[src/hdl/ddm_pkg.sv]
`timescale 1ns / 1ps

package ddm_pkg;

  // Fixed-point format of speeds and duty values
  localparam int FRAC_BITS = 12;
  localparam int SPD_W     = 16;                         // Q3.12 speed fields
  localparam int CFG_W     = 16;                         // configuration registers
  localparam int DUTY_W    = FRAC_BITS + 1;              // 0 .. 1.0 inclusive
  localparam int PROD_W    = 2 * SPD_W;                  // |angular| * track width
  localparam int MAG_W     = PROD_W - FRAC_BITS - 1;     // wheel drive magnitude
  localparam int DRV_W     = MAG_W + 1;                  // signed wheel drive
  localparam int CNT_W     = $clog2(DUTY_W + 1);         // divider step counter

  localparam logic [MAG_W-1:0] ONE = MAG_W'(1) << FRAC_BITS;

  // Transaction kinds on the input channel
  localparam logic CMD_VELOCITY = 1'b0;
  localparam logic CMD_TICK     = 1'b1;

  // APB register map, word decode on paddr[2]
  localparam int ADDR_W = 3;
  localparam int DATA_W = 32;
  localparam logic REG_AXLE_SPAN  = 1'b0;
  localparam logic REG_TIMEOUT_MS = 1'b1;

  localparam logic [CFG_W-1:0] AXLE_SPAN_RST  = CFG_W'(2048);
  localparam logic [CFG_W-1:0] TIMEOUT_MS_RST = CFG_W'(500);

  typedef struct packed {
    logic [CFG_W-1:0] axle_span;
    logic [CFG_W-1:0] timeout_ms;
  } ddm_cfg_t;

  typedef struct packed {
    logic             start;
    logic [MAG_W-1:0] mag;
    logic [MAG_W-1:0] peak;
  } ddm_div_req_t;

  typedef struct packed {
    logic              done;
    logic [DUTY_W-1:0] quot;
  } ddm_div_rsp_t;

endpackage

[src/hdl/diff_drive_mixer_with_watchdog.sv]
`timescale 1ns / 1ps
// Sequence: a tick transaction goes straight to the done state; a velocity command passes
//   through multiply and mix, and one that needs scaling also takes two 13-step divider passes.
// Throughput: one transaction in flight; a new one is taken only once in_stall drops,
//   since in_stall holds until the result is registered.
// Reset (rst_n, synchronous): track width 0.5 m, timeout 500 ms, counter and wheel
//   registers cleared, no result pending.

module diff_drive_mixer_with_watchdog
  import ddm_pkg::*;
(
  input  logic                    clk,
  input  logic                    rst_n,
  // input channel
  input  logic                    in_valid,
  output logic                    in_stall,
  input  logic                    in_cmd,
  input  logic signed [SPD_W-1:0] in_linear_speed,
  input  logic signed [SPD_W-1:0] in_angular_speed,
  // result channel
  output logic                    out_valid,
  input  logic                    out_stall,
  output logic                    out_left_forward,
  output logic [DUTY_W-1:0]       out_left_duty,
  output logic                    out_right_forward,
  output logic [DUTY_W-1:0]       out_right_duty,
  output logic                    out_watchdog_stopped,
  // configuration port
  input  logic                    psel,
  input  logic                    penable,
  input  logic                    pwrite,
  input  logic [ADDR_W-1:0]       paddr,
  input  logic [DATA_W-1:0]       pwdata,
  output logic [DATA_W-1:0]       prdata,
  output logic                    pready
);

  // Sequencer codes
  localparam logic [2:0] ST_IDLE = 3'd0;  // wait for a transaction
  localparam logic [2:0] ST_MUL  = 3'd1;  // |angular| * track width
  localparam logic [2:0] ST_MIX  = 3'd2;  // form wheel drives, pick scaling
  localparam logic [2:0] ST_DIVL = 3'd3;  // divider works on the left wheel
  localparam logic [2:0] ST_DIVR = 3'd4;  // divider works on the right wheel
  localparam logic [2:0] ST_DONE = 3'd5;  // hand the result to the output register

  ddm_cfg_t     cfg;
  ddm_div_req_t div_req;
  ddm_div_rsp_t div_rsp;

  logic [2:0] state_r, state_nxt;

  // Latched command operands
  logic signed [SPD_W-1:0] lin_r;
  logic                    ang_neg_r;
  logic [SPD_W-1:0]        ang_mag_r;
  logic [PROD_W-1:0]       prod_r;
  logic [MAG_W-1:0]        rm_r;
  logic [MAG_W-1:0]        peak_r;

  // Architectural state
  logic [CFG_W-1:0]  elapsed_ms_r;
  logic [DUTY_W-1:0] left_duty_r;
  logic [DUTY_W-1:0] right_duty_r;
  logic              left_dir_r;
  logic              right_dir_r;

  // Output register
  logic              out_valid_r;
  logic              out_left_forward_r;
  logic [DUTY_W-1:0] out_left_duty_r;
  logic              out_right_forward_r;
  logic [DUTY_W-1:0] out_right_duty_r;
  logic              out_watchdog_stopped_r;

  logic in_accept;
  logic out_free;
  logic out_load;

  // Mixing datapath
  logic [MAG_W-1:0]        hm;
  logic signed [DRV_W-1:0] h;
  logic signed [DRV_W-1:0] lin_ext;
  logic signed [DRV_W-1:0] lv;
  logic signed [DRV_W-1:0] rv;
  logic [DRV_W-1:0]        lv_abs;
  logic [DRV_W-1:0]        rv_abs;
  logic [MAG_W-1:0]        lm;
  logic [MAG_W-1:0]        rm;
  logic [MAG_W-1:0]        peak;
  logic                    need_scale;

  // Watchdog
  logic [CFG_W-1:0] elapsed_inc;

  ddm_cfg u_cfg (
    .clk     (clk),
    .rst_n   (rst_n),
    .psel    (psel),
    .penable (penable),
    .pwrite  (pwrite),
    .paddr   (paddr),
    .pwdata  (pwdata),
    .prdata  (prdata),
    .pready  (pready),
    .cfg     (cfg)
  );

  ddm_div u_div (
    .clk   (clk),
    .rst_n (rst_n),
    .req   (div_req),
    .rsp   (div_rsp)
  );

  assign in_stall  = (state_r != ST_IDLE);
  assign in_accept = in_valid & ~in_stall;
  assign out_free  = ~out_valid_r | ~out_stall;
  assign out_load  = (state_r == ST_DONE) & out_free;

  // Half-track term: truncate the magnitude, then restore the sign
  assign hm      = prod_r[PROD_W-1:FRAC_BITS+1];
  assign h       = ang_neg_r ? -$signed({1'b0, hm}) : $signed({1'b0, hm});
  assign lin_ext = DRV_W'(lin_r);
  assign lv      = lin_ext - h;
  assign rv      = lin_ext + h;
  assign lv_abs  = lv[DRV_W-1] ? DRV_W'(-lv) : DRV_W'(lv);
  assign rv_abs  = rv[DRV_W-1] ? DRV_W'(-rv) : DRV_W'(rv);
  assign lm      = lv_abs[MAG_W-1:0];
  assign rm      = rv_abs[MAG_W-1:0];
  assign peak    = (lm > rm) ? lm : rm;
  assign need_scale = (peak > ONE);

  // Saturating tick count
  assign elapsed_inc = (elapsed_ms_r == {CFG_W{1'b1}}) ? elapsed_ms_r
                                                       : elapsed_ms_r + CFG_W'(1);

  // Start the divider on the left wheel from the mix stage, then on the right
  // wheel as soon as the left quotient lands.
  always_comb begin
    div_req.start = 1'b0;
    div_req.mag   = rm_r;
    div_req.peak  = peak_r;
    case (state_r)
      ST_MIX: begin
        div_req.start = need_scale;
        div_req.mag   = lm;
        div_req.peak  = peak;
      end
      ST_DIVL: begin
        div_req.start = div_rsp.done;
      end
      default: ;
    endcase
  end

  always_comb begin
    state_nxt = state_r;
    case (state_r)
      ST_IDLE: begin
        if (in_accept) begin
          state_nxt = (in_cmd == CMD_TICK) ? ST_DONE : ST_MUL;
        end
      end
      ST_MUL:  state_nxt = ST_MIX;
      ST_MIX:  state_nxt = need_scale ? ST_DIVL : ST_DONE;
      ST_DIVL: begin
        if (div_rsp.done) begin
          state_nxt = ST_DIVR;
        end
      end
      ST_DIVR: begin
        if (div_rsp.done) begin
          state_nxt = ST_DONE;
        end
      end
      ST_DONE: begin
        if (out_free) begin
          state_nxt = ST_IDLE;
        end
      end
      default: state_nxt = ST_IDLE;
    endcase
  end

  // Control state and wheel registers
  always_ff @(posedge clk) begin
    if (!rst_n) begin
      state_r      <= ST_IDLE;
      elapsed_ms_r <= '0;
      left_duty_r  <= '0;
      right_duty_r <= '0;
      left_dir_r   <= 1'b0;
      right_dir_r  <= 1'b0;
    end else begin
      state_r <= state_nxt;
      case (state_r)
        ST_IDLE: begin
          if (in_accept) begin
            if (in_cmd == CMD_TICK) begin
              // Tick: advance the watchdog and force a stop once it expires
              elapsed_ms_r <= elapsed_inc;
              if (elapsed_inc > cfg.timeout_ms) begin
                left_duty_r  <= '0;
                right_duty_r <= '0;
                left_dir_r   <= 1'b1;
                right_dir_r  <= 1'b1;
              end
            end else begin
              elapsed_ms_r <= '0;
            end
          end
        end
        ST_MIX: begin
          // Direction follows the sign before any scaling
          left_dir_r  <= ~lv[DRV_W-1];
          right_dir_r <= ~rv[DRV_W-1];
          if (!need_scale) begin
            left_duty_r  <= lm[DUTY_W-1:0];
            right_duty_r <= rm[DUTY_W-1:0];
          end
        end
        ST_DIVL: begin
          if (div_rsp.done) begin
            left_duty_r <= div_rsp.quot;
          end
        end
        ST_DIVR: begin
          if (div_rsp.done) begin
            right_duty_r <= div_rsp.quot;
          end
        end
        default: ;
      endcase
    end
  end

  // Operand registers, no reset needed
  always_ff @(posedge clk) begin
    if (in_accept) begin
      lin_r     <= in_linear_speed;
      ang_neg_r <= in_angular_speed[SPD_W-1];
      ang_mag_r <= in_angular_speed[SPD_W-1] ? SPD_W'(-in_angular_speed)
                                             : SPD_W'(in_angular_speed);
    end
    if (state_r == ST_MUL) begin
      prod_r <= PROD_W'(ang_mag_r) * PROD_W'(cfg.axle_span);
    end
    if (state_r == ST_MIX) begin
      rm_r   <= rm;
      peak_r <= peak;
    end
  end

  // Output register: hold the result until the downstream side takes it
  always_ff @(posedge clk) begin
    if (!rst_n) begin
      out_valid_r <= 1'b0;
    end else if (out_load) begin
      out_valid_r <= 1'b1;
    end else if (!out_stall) begin
      out_valid_r <= 1'b0;
    end
  end

  always_ff @(posedge clk) begin
    if (out_load) begin
      out_left_forward_r     <= left_dir_r;
      out_left_duty_r        <= left_duty_r;
      out_right_forward_r    <= right_dir_r;
      out_right_duty_r       <= right_duty_r;
      out_watchdog_stopped_r <= (elapsed_ms_r > cfg.timeout_ms);
    end
  end

  assign out_valid            = out_valid_r;
  assign out_left_forward     = out_left_forward_r;
  assign out_left_duty        = out_left_duty_r;
  assign out_right_forward    = out_right_forward_r;
  assign out_right_duty       = out_right_duty_r;
  assign out_watchdog_stopped = out_watchdog_stopped_r;

endmodule

[src/hdl/ddm_cfg.sv]
`timescale 1ns / 1ps

module ddm_cfg
  import ddm_pkg::*;
(
  input  logic              clk,
  input  logic              rst_n,
  input  logic              psel,
  input  logic              penable,
  input  logic              pwrite,
  input  logic [ADDR_W-1:0] paddr,
  input  logic [DATA_W-1:0] pwdata,
  output logic [DATA_W-1:0] prdata,
  output logic              pready,
  output ddm_cfg_t          cfg
);

  logic [CFG_W-1:0] axle_span_r;
  logic [CFG_W-1:0] timeout_ms_r;
  logic             wr_en;
  logic             reg_sel;

  assign reg_sel = paddr[2];
  assign wr_en   = psel & penable & pwrite;
  assign pready  = 1'b1;

  always_ff @(posedge clk) begin
    if (!rst_n) begin
      axle_span_r  <= AXLE_SPAN_RST;
      timeout_ms_r <= TIMEOUT_MS_RST;
    end else if (wr_en) begin
      case (reg_sel)
        REG_AXLE_SPAN:  axle_span_r  <= pwdata[CFG_W-1:0];
        REG_TIMEOUT_MS: timeout_ms_r <= pwdata[CFG_W-1:0];
        default: ;
      endcase
    end
  end

  always_comb begin
    case (reg_sel)
      REG_AXLE_SPAN:  prdata = DATA_W'(axle_span_r);
      REG_TIMEOUT_MS: prdata = DATA_W'(timeout_ms_r);
      default:        prdata = '0;
    endcase
  end

  assign cfg.axle_span  = axle_span_r;
  assign cfg.timeout_ms = timeout_ms_r;

endmodule

[src/hdl/ddm_div.sv]
`timescale 1ns / 1ps

module ddm_div
  import ddm_pkg::*;
(
  input  logic         clk,
  input  logic         rst_n,
  input  ddm_div_req_t req,
  output ddm_div_rsp_t rsp
);

  // Restoring division of mag * 2^FRAC_BITS by peak, one quotient bit a cycle.
  // mag <= peak, so the quotient fits DUTY_W bits and the upper dividend
  // bits (mag >> 1) already sit below peak.
  logic              busy_r;
  logic              done_r;
  logic [CNT_W-1:0]  cnt_r;
  logic [MAG_W-1:0]  rem_r;
  logic [MAG_W-1:0]  peak_r;
  logic [DUTY_W-1:0] lo_r;
  logic [DUTY_W-1:0] q_r;

  logic [MAG_W:0]    trial;
  logic [MAG_W:0]    diff;
  logic              ge;
  logic [MAG_W-1:0]  rem_nxt;

  assign trial   = {rem_r, lo_r[DUTY_W-1]};
  assign diff    = trial - {1'b0, peak_r};
  assign ge      = (trial >= {1'b0, peak_r});
  assign rem_nxt = ge ? diff[MAG_W-1:0] : trial[MAG_W-1:0];

  always_ff @(posedge clk) begin
    if (!rst_n) begin
      busy_r <= 1'b0;
      done_r <= 1'b0;
      cnt_r  <= '0;
    end else begin
      done_r <= 1'b0;
      if (req.start) begin
        busy_r <= 1'b1;
        cnt_r  <= '0;
      end else if (busy_r) begin
        cnt_r <= cnt_r + CNT_W'(1);
        if (cnt_r == CNT_W'(DUTY_W - 1)) begin
          busy_r <= 1'b0;
          done_r <= 1'b1;
        end
      end
    end
  end

  always_ff @(posedge clk) begin
    if (req.start) begin
      rem_r  <= {1'b0, req.mag[MAG_W-1:1]};
      lo_r   <= {req.mag[0], {FRAC_BITS{1'b0}}};
      peak_r <= req.peak;
      q_r    <= '0;
    end else if (busy_r) begin
      rem_r <= rem_nxt;
      lo_r  <= {lo_r[DUTY_W-2:0], 1'b0};
      q_r   <= {q_r[DUTY_W-2:0], ge};
    end
  end

  assign rsp.done = done_r;
  assign rsp.quot = q_r;

endmodule
[config.mk]
export PLATFORM = sky130hd
export DESIGN_NAME = diff_drive_mixer_with_watchdog
export DESIGN_NICKNAME = d
export VERILOG_FILES = /design/src/hdl/ddm_pkg.sv /design/src/hdl/diff_drive_mixer_with_watchdog.sv /design/src/hdl/ddm_cfg.sv /design/src/hdl/ddm_div.sv
export SDC_FILE = /design/constraint.sdc
export NUM_CORES = 1
export LEC_CHECK = 0
export BUFFER_PORTS_ARGS = -buffer_cell sky130_fd_sc_hd__buf_2
export CORE_MARGIN = 2
export CORE_UTILIZATION = 45
export CTS_CLUSTER_SIZE = 30
export DETAILED_ROUTE_END_ITERATION = 16
export MAX_ROUTING_LAYER = met4
export PLACE_DENSITY_LB_ADDON = 0.3
export SETUP_SLACK_MARGIN = 0.5
export SLEW_MARGIN = 20
export SYNTH_ARGS = -nofsm -noshare
export SYNTH_HDL_FRONTEND = slang
export SYNTH_HIERARCHICAL = 1
export SYNTH_SLANG_ARGS = --single-unit
export TNS_END_PERCENT = 1
[constraint.sdc]
create_clock -name clk -period 12 [get_ports clk]
set_input_delay 1.8 -clock clk [delete_from_list [all_inputs] [get_ports clk]]
set_output_delay 1.8 -clock clk [all_outputs]
set_load 0.02 [all_outputs]
## Word level (Yosys, flattened, before mapping)

Cells that the tools add are included.

- Add/subtract/negate cells: 9
- Multiply operators: 1
- $lt $le $gt $ge: 5
- Equality and inequality tests: 15
- Multiplexer cells: 41
- Bitwise logic cells: 13
- Reduce and logical (&&, ||, !) cells: 15

Operator list:

| operator | count |
|---|---|
| $mux 13 | 8 |
| $pmux 13 s3 | 2 |
| $mux 19 | 4 |
| $pmux 32 s2 | 1 |
| $mux 38 | 1 |
| $neg 19->19 | 2 |
| $mux 18 | 2 |
| $gt 16x16->1 | 2 |
| $mul 16x16->32 | 1 |
| $mux 16 | 2 |
| $add 16x20->20 | 1 |
| $ge 20x19->1 | 1 |
| $mux 20 | 1 |
| $neg 19->20 | 1 |
| $sub 16x20->20 | 1 |
| $gt 19x13->1 const B | 1 |
| $gt 19x19->1 | 1 |
| $sub 19x19->19 | 1 |
| $mux 3 | 6 |
| $pmux 3 s6 | 1 |
| $add 16x1->16 const B | 1 |
| $eq 16x16->1 const B | 1 |
| $neg 16->16 | 1 |
| $mux 15 | 1 |
| 20 further kinds | 55 |

- Register bits: 270
- Output and inout port bits: 64
- Logic and storage cells: 128

## Longest topological paths before layout

- Depth after elaboration: 10
- Mapped depth: 41
- Gate-level depth less buffers: 38

## Hierarchy

The synthesis kept the hierarchy.

Modules (own cells, without submodules):

| module | times used | cells an instance | area each (um2) |
|---|---|---|---|
| diff_drive_mixer_with_watchdog | 1 | 2,282 | 20,131.8 |
| ddm_div | 1 | 369 | 3,539.6 |
| ddm_cfg | 1 | 169 | 1,630.3 |

## Worst setup path before layout

OpenSTA, ideal clock, no wires.

- Kind: register to register
- From: register prod_r[15]
- To: register u_div.lo_r[12], enable pin
- Library setup time: 0.387 ns
- Data arrival time: 9.055 ns
- Required time: 11.613 ns
- Slack: 2.558 ns
- Cell stages (with the launch flop): 39
- Path buffers: 6
- Cells stage by stage: edfxtp_1 nor4_1 nand3_1 or3_1 or3_1 or3_1 or2_2 o41ai_1 xnor2_1 ha_1 buf_1 a2111oi_0 and2_1 o21ai_0 a21boi_0 or2_4 buf_2 buf_1 (+3 left out) ha_1 a21o_1 a21o_1 a21oi_1 o21ai_0 a211oi_1 a21o_1 clkbuf_1 nand2_1 a211oi_1 a31o_2 nand4b_2 and2_1 o21bai_1 clkbuf_1 inv_1 clkbuf_1 nand2_1

RTL lines:

| what | RTL line | RTL |
|---|---|---|
| start: declaration | diff_drive_mixer_with_watchdog.sv:56 | `logic [PROD_W-1:0] prod_r;` |
| start signal: assignment | diff_drive_mixer_with_watchdog.sv:246 | `prod_r <= PROD_W'(ang_mag_r) * PROD_W'(cfg.axle_span);` |
| end signal: assignment | ddm_div.sv:56 | `lo_r <= {req.mag[0], {FRAC_BITS{1'b0}}};` |
| end signal: assignment | ddm_div.sv:61 | `lo_r <= {lo_r[DUTY_W-2:0], 1'b0};` |
| end: declaration | ddm_div.sv:20 | `logic [DUTY_W-1:0] lo_r;` |

==> results.md <==
- Final hold vios: 0
- Delay-heaviest family, CP: simple AND/OR/NAND/NOR gates
- Total Routing Usage GR: 23.7%
- Area of the die: 58100 sq um
- Synth Area in Compound Gates: 13.3%
- Num CTS Buffers: 30
- Cells after synthesis: 2820
- Adder-cell share of the synthesized area: about a quarter
- Die Span X: between 200 and 250 um
- Crit Path Max Fanout: 23
- Max Slew Vio Count: 0
- Clk slew on worst S/H paths: 0.06 ns
- Synth Register Bits: 256
- Post-Synth Simple-Gate Area: 18.3%
- Clock Skew: 0.0352 ns
- DR iter-0 viols: roughly 1400
- DRT Wirelength: 67100 um
- CTS tree: yes
- WP data required: ~12 ns
- Synth Warn #: 6
- Mapped Area: 25300 sq um
- # port buffers: between 100 and 150
- Crit path arrival time: around 11 ns
- Die height: about 240 um
- Final setup vio count: 0
- Starting Density: 45.7%
- Area grow syn2layout: 8.08%
- Root Buffer: clkbuf_16
- Setup TNS: 0 ns
- DRC: 0
- Fin crit share: 88.5%
- Ratio of cells with drive above 1 in the final layout: 8.75%
- Vias/cell: roughly 5.6
- Gr ovfl total: 0
- ANT nets after route: 0
- HPWL after detailed placement: 51700 um
- Vias in the first global route: 20400
- Hold buffer count at cts: 0
- Final worst path period need: 10.62 ns
- WL/cell: 18.6 um
- Sink Count: 256
- Sequential area share after synthesis: 26.4%
- IO Pins: roughly 140
- Post-CTS sizing: 0
- Rows: 86
- Crit path capture type: register
- Synth Area in XOR/XNOR: 4.46%
- Largest family of logic cells by synthesized area: adder cells
- Worst setup path class: register to register
- Routability congestion estimate: 0.900
- Nets@finish: 3332
- RSZ-0062 raised after global routing: no
- CTS H-tree depth: 1
- Longest Clk Path Bufs: 3
- Startpoint Class: register
- Slowest cell on crit path: xnor2_1
- Setup Buffers After CTS: 0
- Largest net degree at the start of global routing: 80
- Slowest stage delay, CP: about 0.66 ns
- Clock Latency Late Sink: approximately 0.61 ns
- Router iterations before antenna repair: 9
- Ys flop type: edfxtp_1
- EDFF count, synth: 156
- Status: finished clean
- Relative slew slack: 31.0%
- Ant. Diodes: 0
- Max capacitance violation total: 0
- First-pass GRT wire length: 107000 um
- Post-synth ARST share: 0%
- WP buf/inv: 4
- DR vias: 20200
- Mux cell area share after synthesis: 3.29%
- Initial antenna violation count: 0
- Hold Path Class: register to register
- Max Clk Rate: 94.2 MHz
- Core outline area: around 55000 sq um
- Synthesized area per cell: 8.97 sq um
- Slew @ Worst Pin: around 1.0 ns
- Unique cell type count in the Yosys netlist: 97
Yosys cell counts, drive strengths merged, types with 7 or more instances:
master,instances,area (sq um)
o211ai,11,82.6
or4,8,60.1
o221a,13,146
a211oi,26,215
xnor2,88,771
nand4,33,206
nor2b,47,297
or3,15,98.8
mux2,26,293
dfxtp,100,2000
nand3,48,240
fa,196,3920
and2,107,669
o22ai,15,93.8
ha,217,2720
a221oi,12,111
nor4,20,125
and3,19,119
o21bai,8,60.1
mux2i,54,541
nor2,166,623
a41oi,7,68.8
inv,354,1330
a21o,29,218
edfxtp,156,4680
nand2,376,1420
a22oi,16,120
buf,55,353
o21a,20,150
nand2b,23,144
a31oi,22,150
nor3,59,295
a2111oi,7,67.6
clkbuf,89,334
a21oi,100,500
or2,12,77.6
o21ai,98,498
o311ai,11,96.4
o31ai,26,209
xor2,40,358
worst register-to-register path: cells and delay by family (launching register included):
family / cells / cell delay [ns]
compound gates: 11 / 3.05
simple gates: 13 / 3.43
xor+xnor: 3 / 1.32
flops: 1 / 0.44
buf+inv: 4 / 1.27
mux: 1 / 0.07
fa+ha+maj: 2 / 0.72
state kept, by name, summed over array words and instances, names as in the netlist, 3 cells and up:
register and count:
out_left_duty 13, lin_r 16, out_right_duty 13, state_r 3, right_duty_r 13, u_div/rem_r 19, u_cfg/timeout_ms_r 16, u_div/cnt_r 4
peak_r 18, prod_r 19, left_duty_r 13, ang_mag_r 16, u_cfg/axle_span_r 16, u_div/q_r 13, rm_r 19, u_div/peak_r 19
elapsed_ms_r 16
final cells by class:
cell class              instances  area [sq um]
fillers                      5230         28000
multi-input cells            2080         16700
flip-flops and latches        256          6690
inverters                     355          1340
well taps                     748           936
clock buffers                  41           890
repair buffers                121           651
clock inverters                15           161
stage by stage:
| step | utilization, % | hold WS [ns] | cell area (sq um) | setup slack (ns) | std cells |
|---|---|---|---|---|---|
| 3_3_place_gp | 47.5 | 0.416 | 26300 | 1.53 | 3560 |
| 6_report | 49.4 | 0.431 | 27300 | 1.38 | 3616 |
| 3_5_place_dp | 47.5 | 0.420 | 26300 | 1.28 | 3560 |
| 2_1_floorplan | - | 0.408 | 25400 | 2.56 | 2835 |
| 5_1_grt | 49.4 | 0.443 | 27300 | 0.500 | 3616 |
| 4_1_cts | 49.4 | 0.429 | 27300 | 1.29 | 3616 |
layout by cell type (no fill, tap or decap), types with 11 or more instances in the layout:
cell type	Yosys	routed
or3_1	14	14
buf_4	19	18
xor2_1	39	39
a221oi_1	11	11
mux2_2	26	26
o21a_1	20	20
nor3_1	59	58
o22ai_1	15	15
and3_1	19	19
nand4_1	33	33
nor2b_1	46	46
buf_2	23	103
mux2i_1	54	54
inv_1	354	351
o211ai_1	11	11
and2_1	107	107
a31oi_1	20	20
nor4_1	20	20
edfxtp_1	156	156
o21ai_1	12	12
conb_1	2	17
nor2_1	166	166
xnor2_1	88	88
nand2_1	374	374
a211oi_1	22	22
ha_1	217	217
o21ai_0	84	84
fa_1	196	196
o31ai_1	25	25
clkbuf_16	0	33
dfxtp_1	100	99
nand3_1	48	48
a21o_1	29	29
nand2b_1	23	23
a22oi_1	16	16
a21oi_1	100	98
kinds of logic (layout without fill, tap and decap cells):
kind of cell    count (synthesis)  in the layout
compound gates                481            481
xor+xnor                      128            128
fa+ha+maj                     413            413
buf+inv                       499            532
flops                         256            256
mux                            80             80
other cells                     2             17
simple gates                  961            961
per-layer routing:
| layer | vias to the layer above | track usage, % | part of all wire [%] |
|---|---|---|---|
| met5 | - | - | 0 |
| met1 | 9884 | 28.4 | 42 |
| met4 | 0 | 7.91 | 3.4 |
| li1 | 9615 | - | - |
| met3 | 144 | 2.20 | 4.0 |
| met2 | 520 | 41.9 | 51 |
final timing paths:
kind / end / slack (ns) / from / depth (start not counted)
setup reg to reg: u_div/rem_r[16] / 1.38 / prod_r[15] / 34
hold / removal: out_left_duty[1] / 0.43 / left_duty_r[1] / 0
setup / recovery: u_div/rem_r[16] / 1.38 / prod_r[15] / 34
hold reg to reg: out_left_duty[1] / 0.43 / left_duty_r[1] / 0
Power is not shown: default switching activity piles up to over one toggle a cycle in this logic, so the estimate is an artifact.
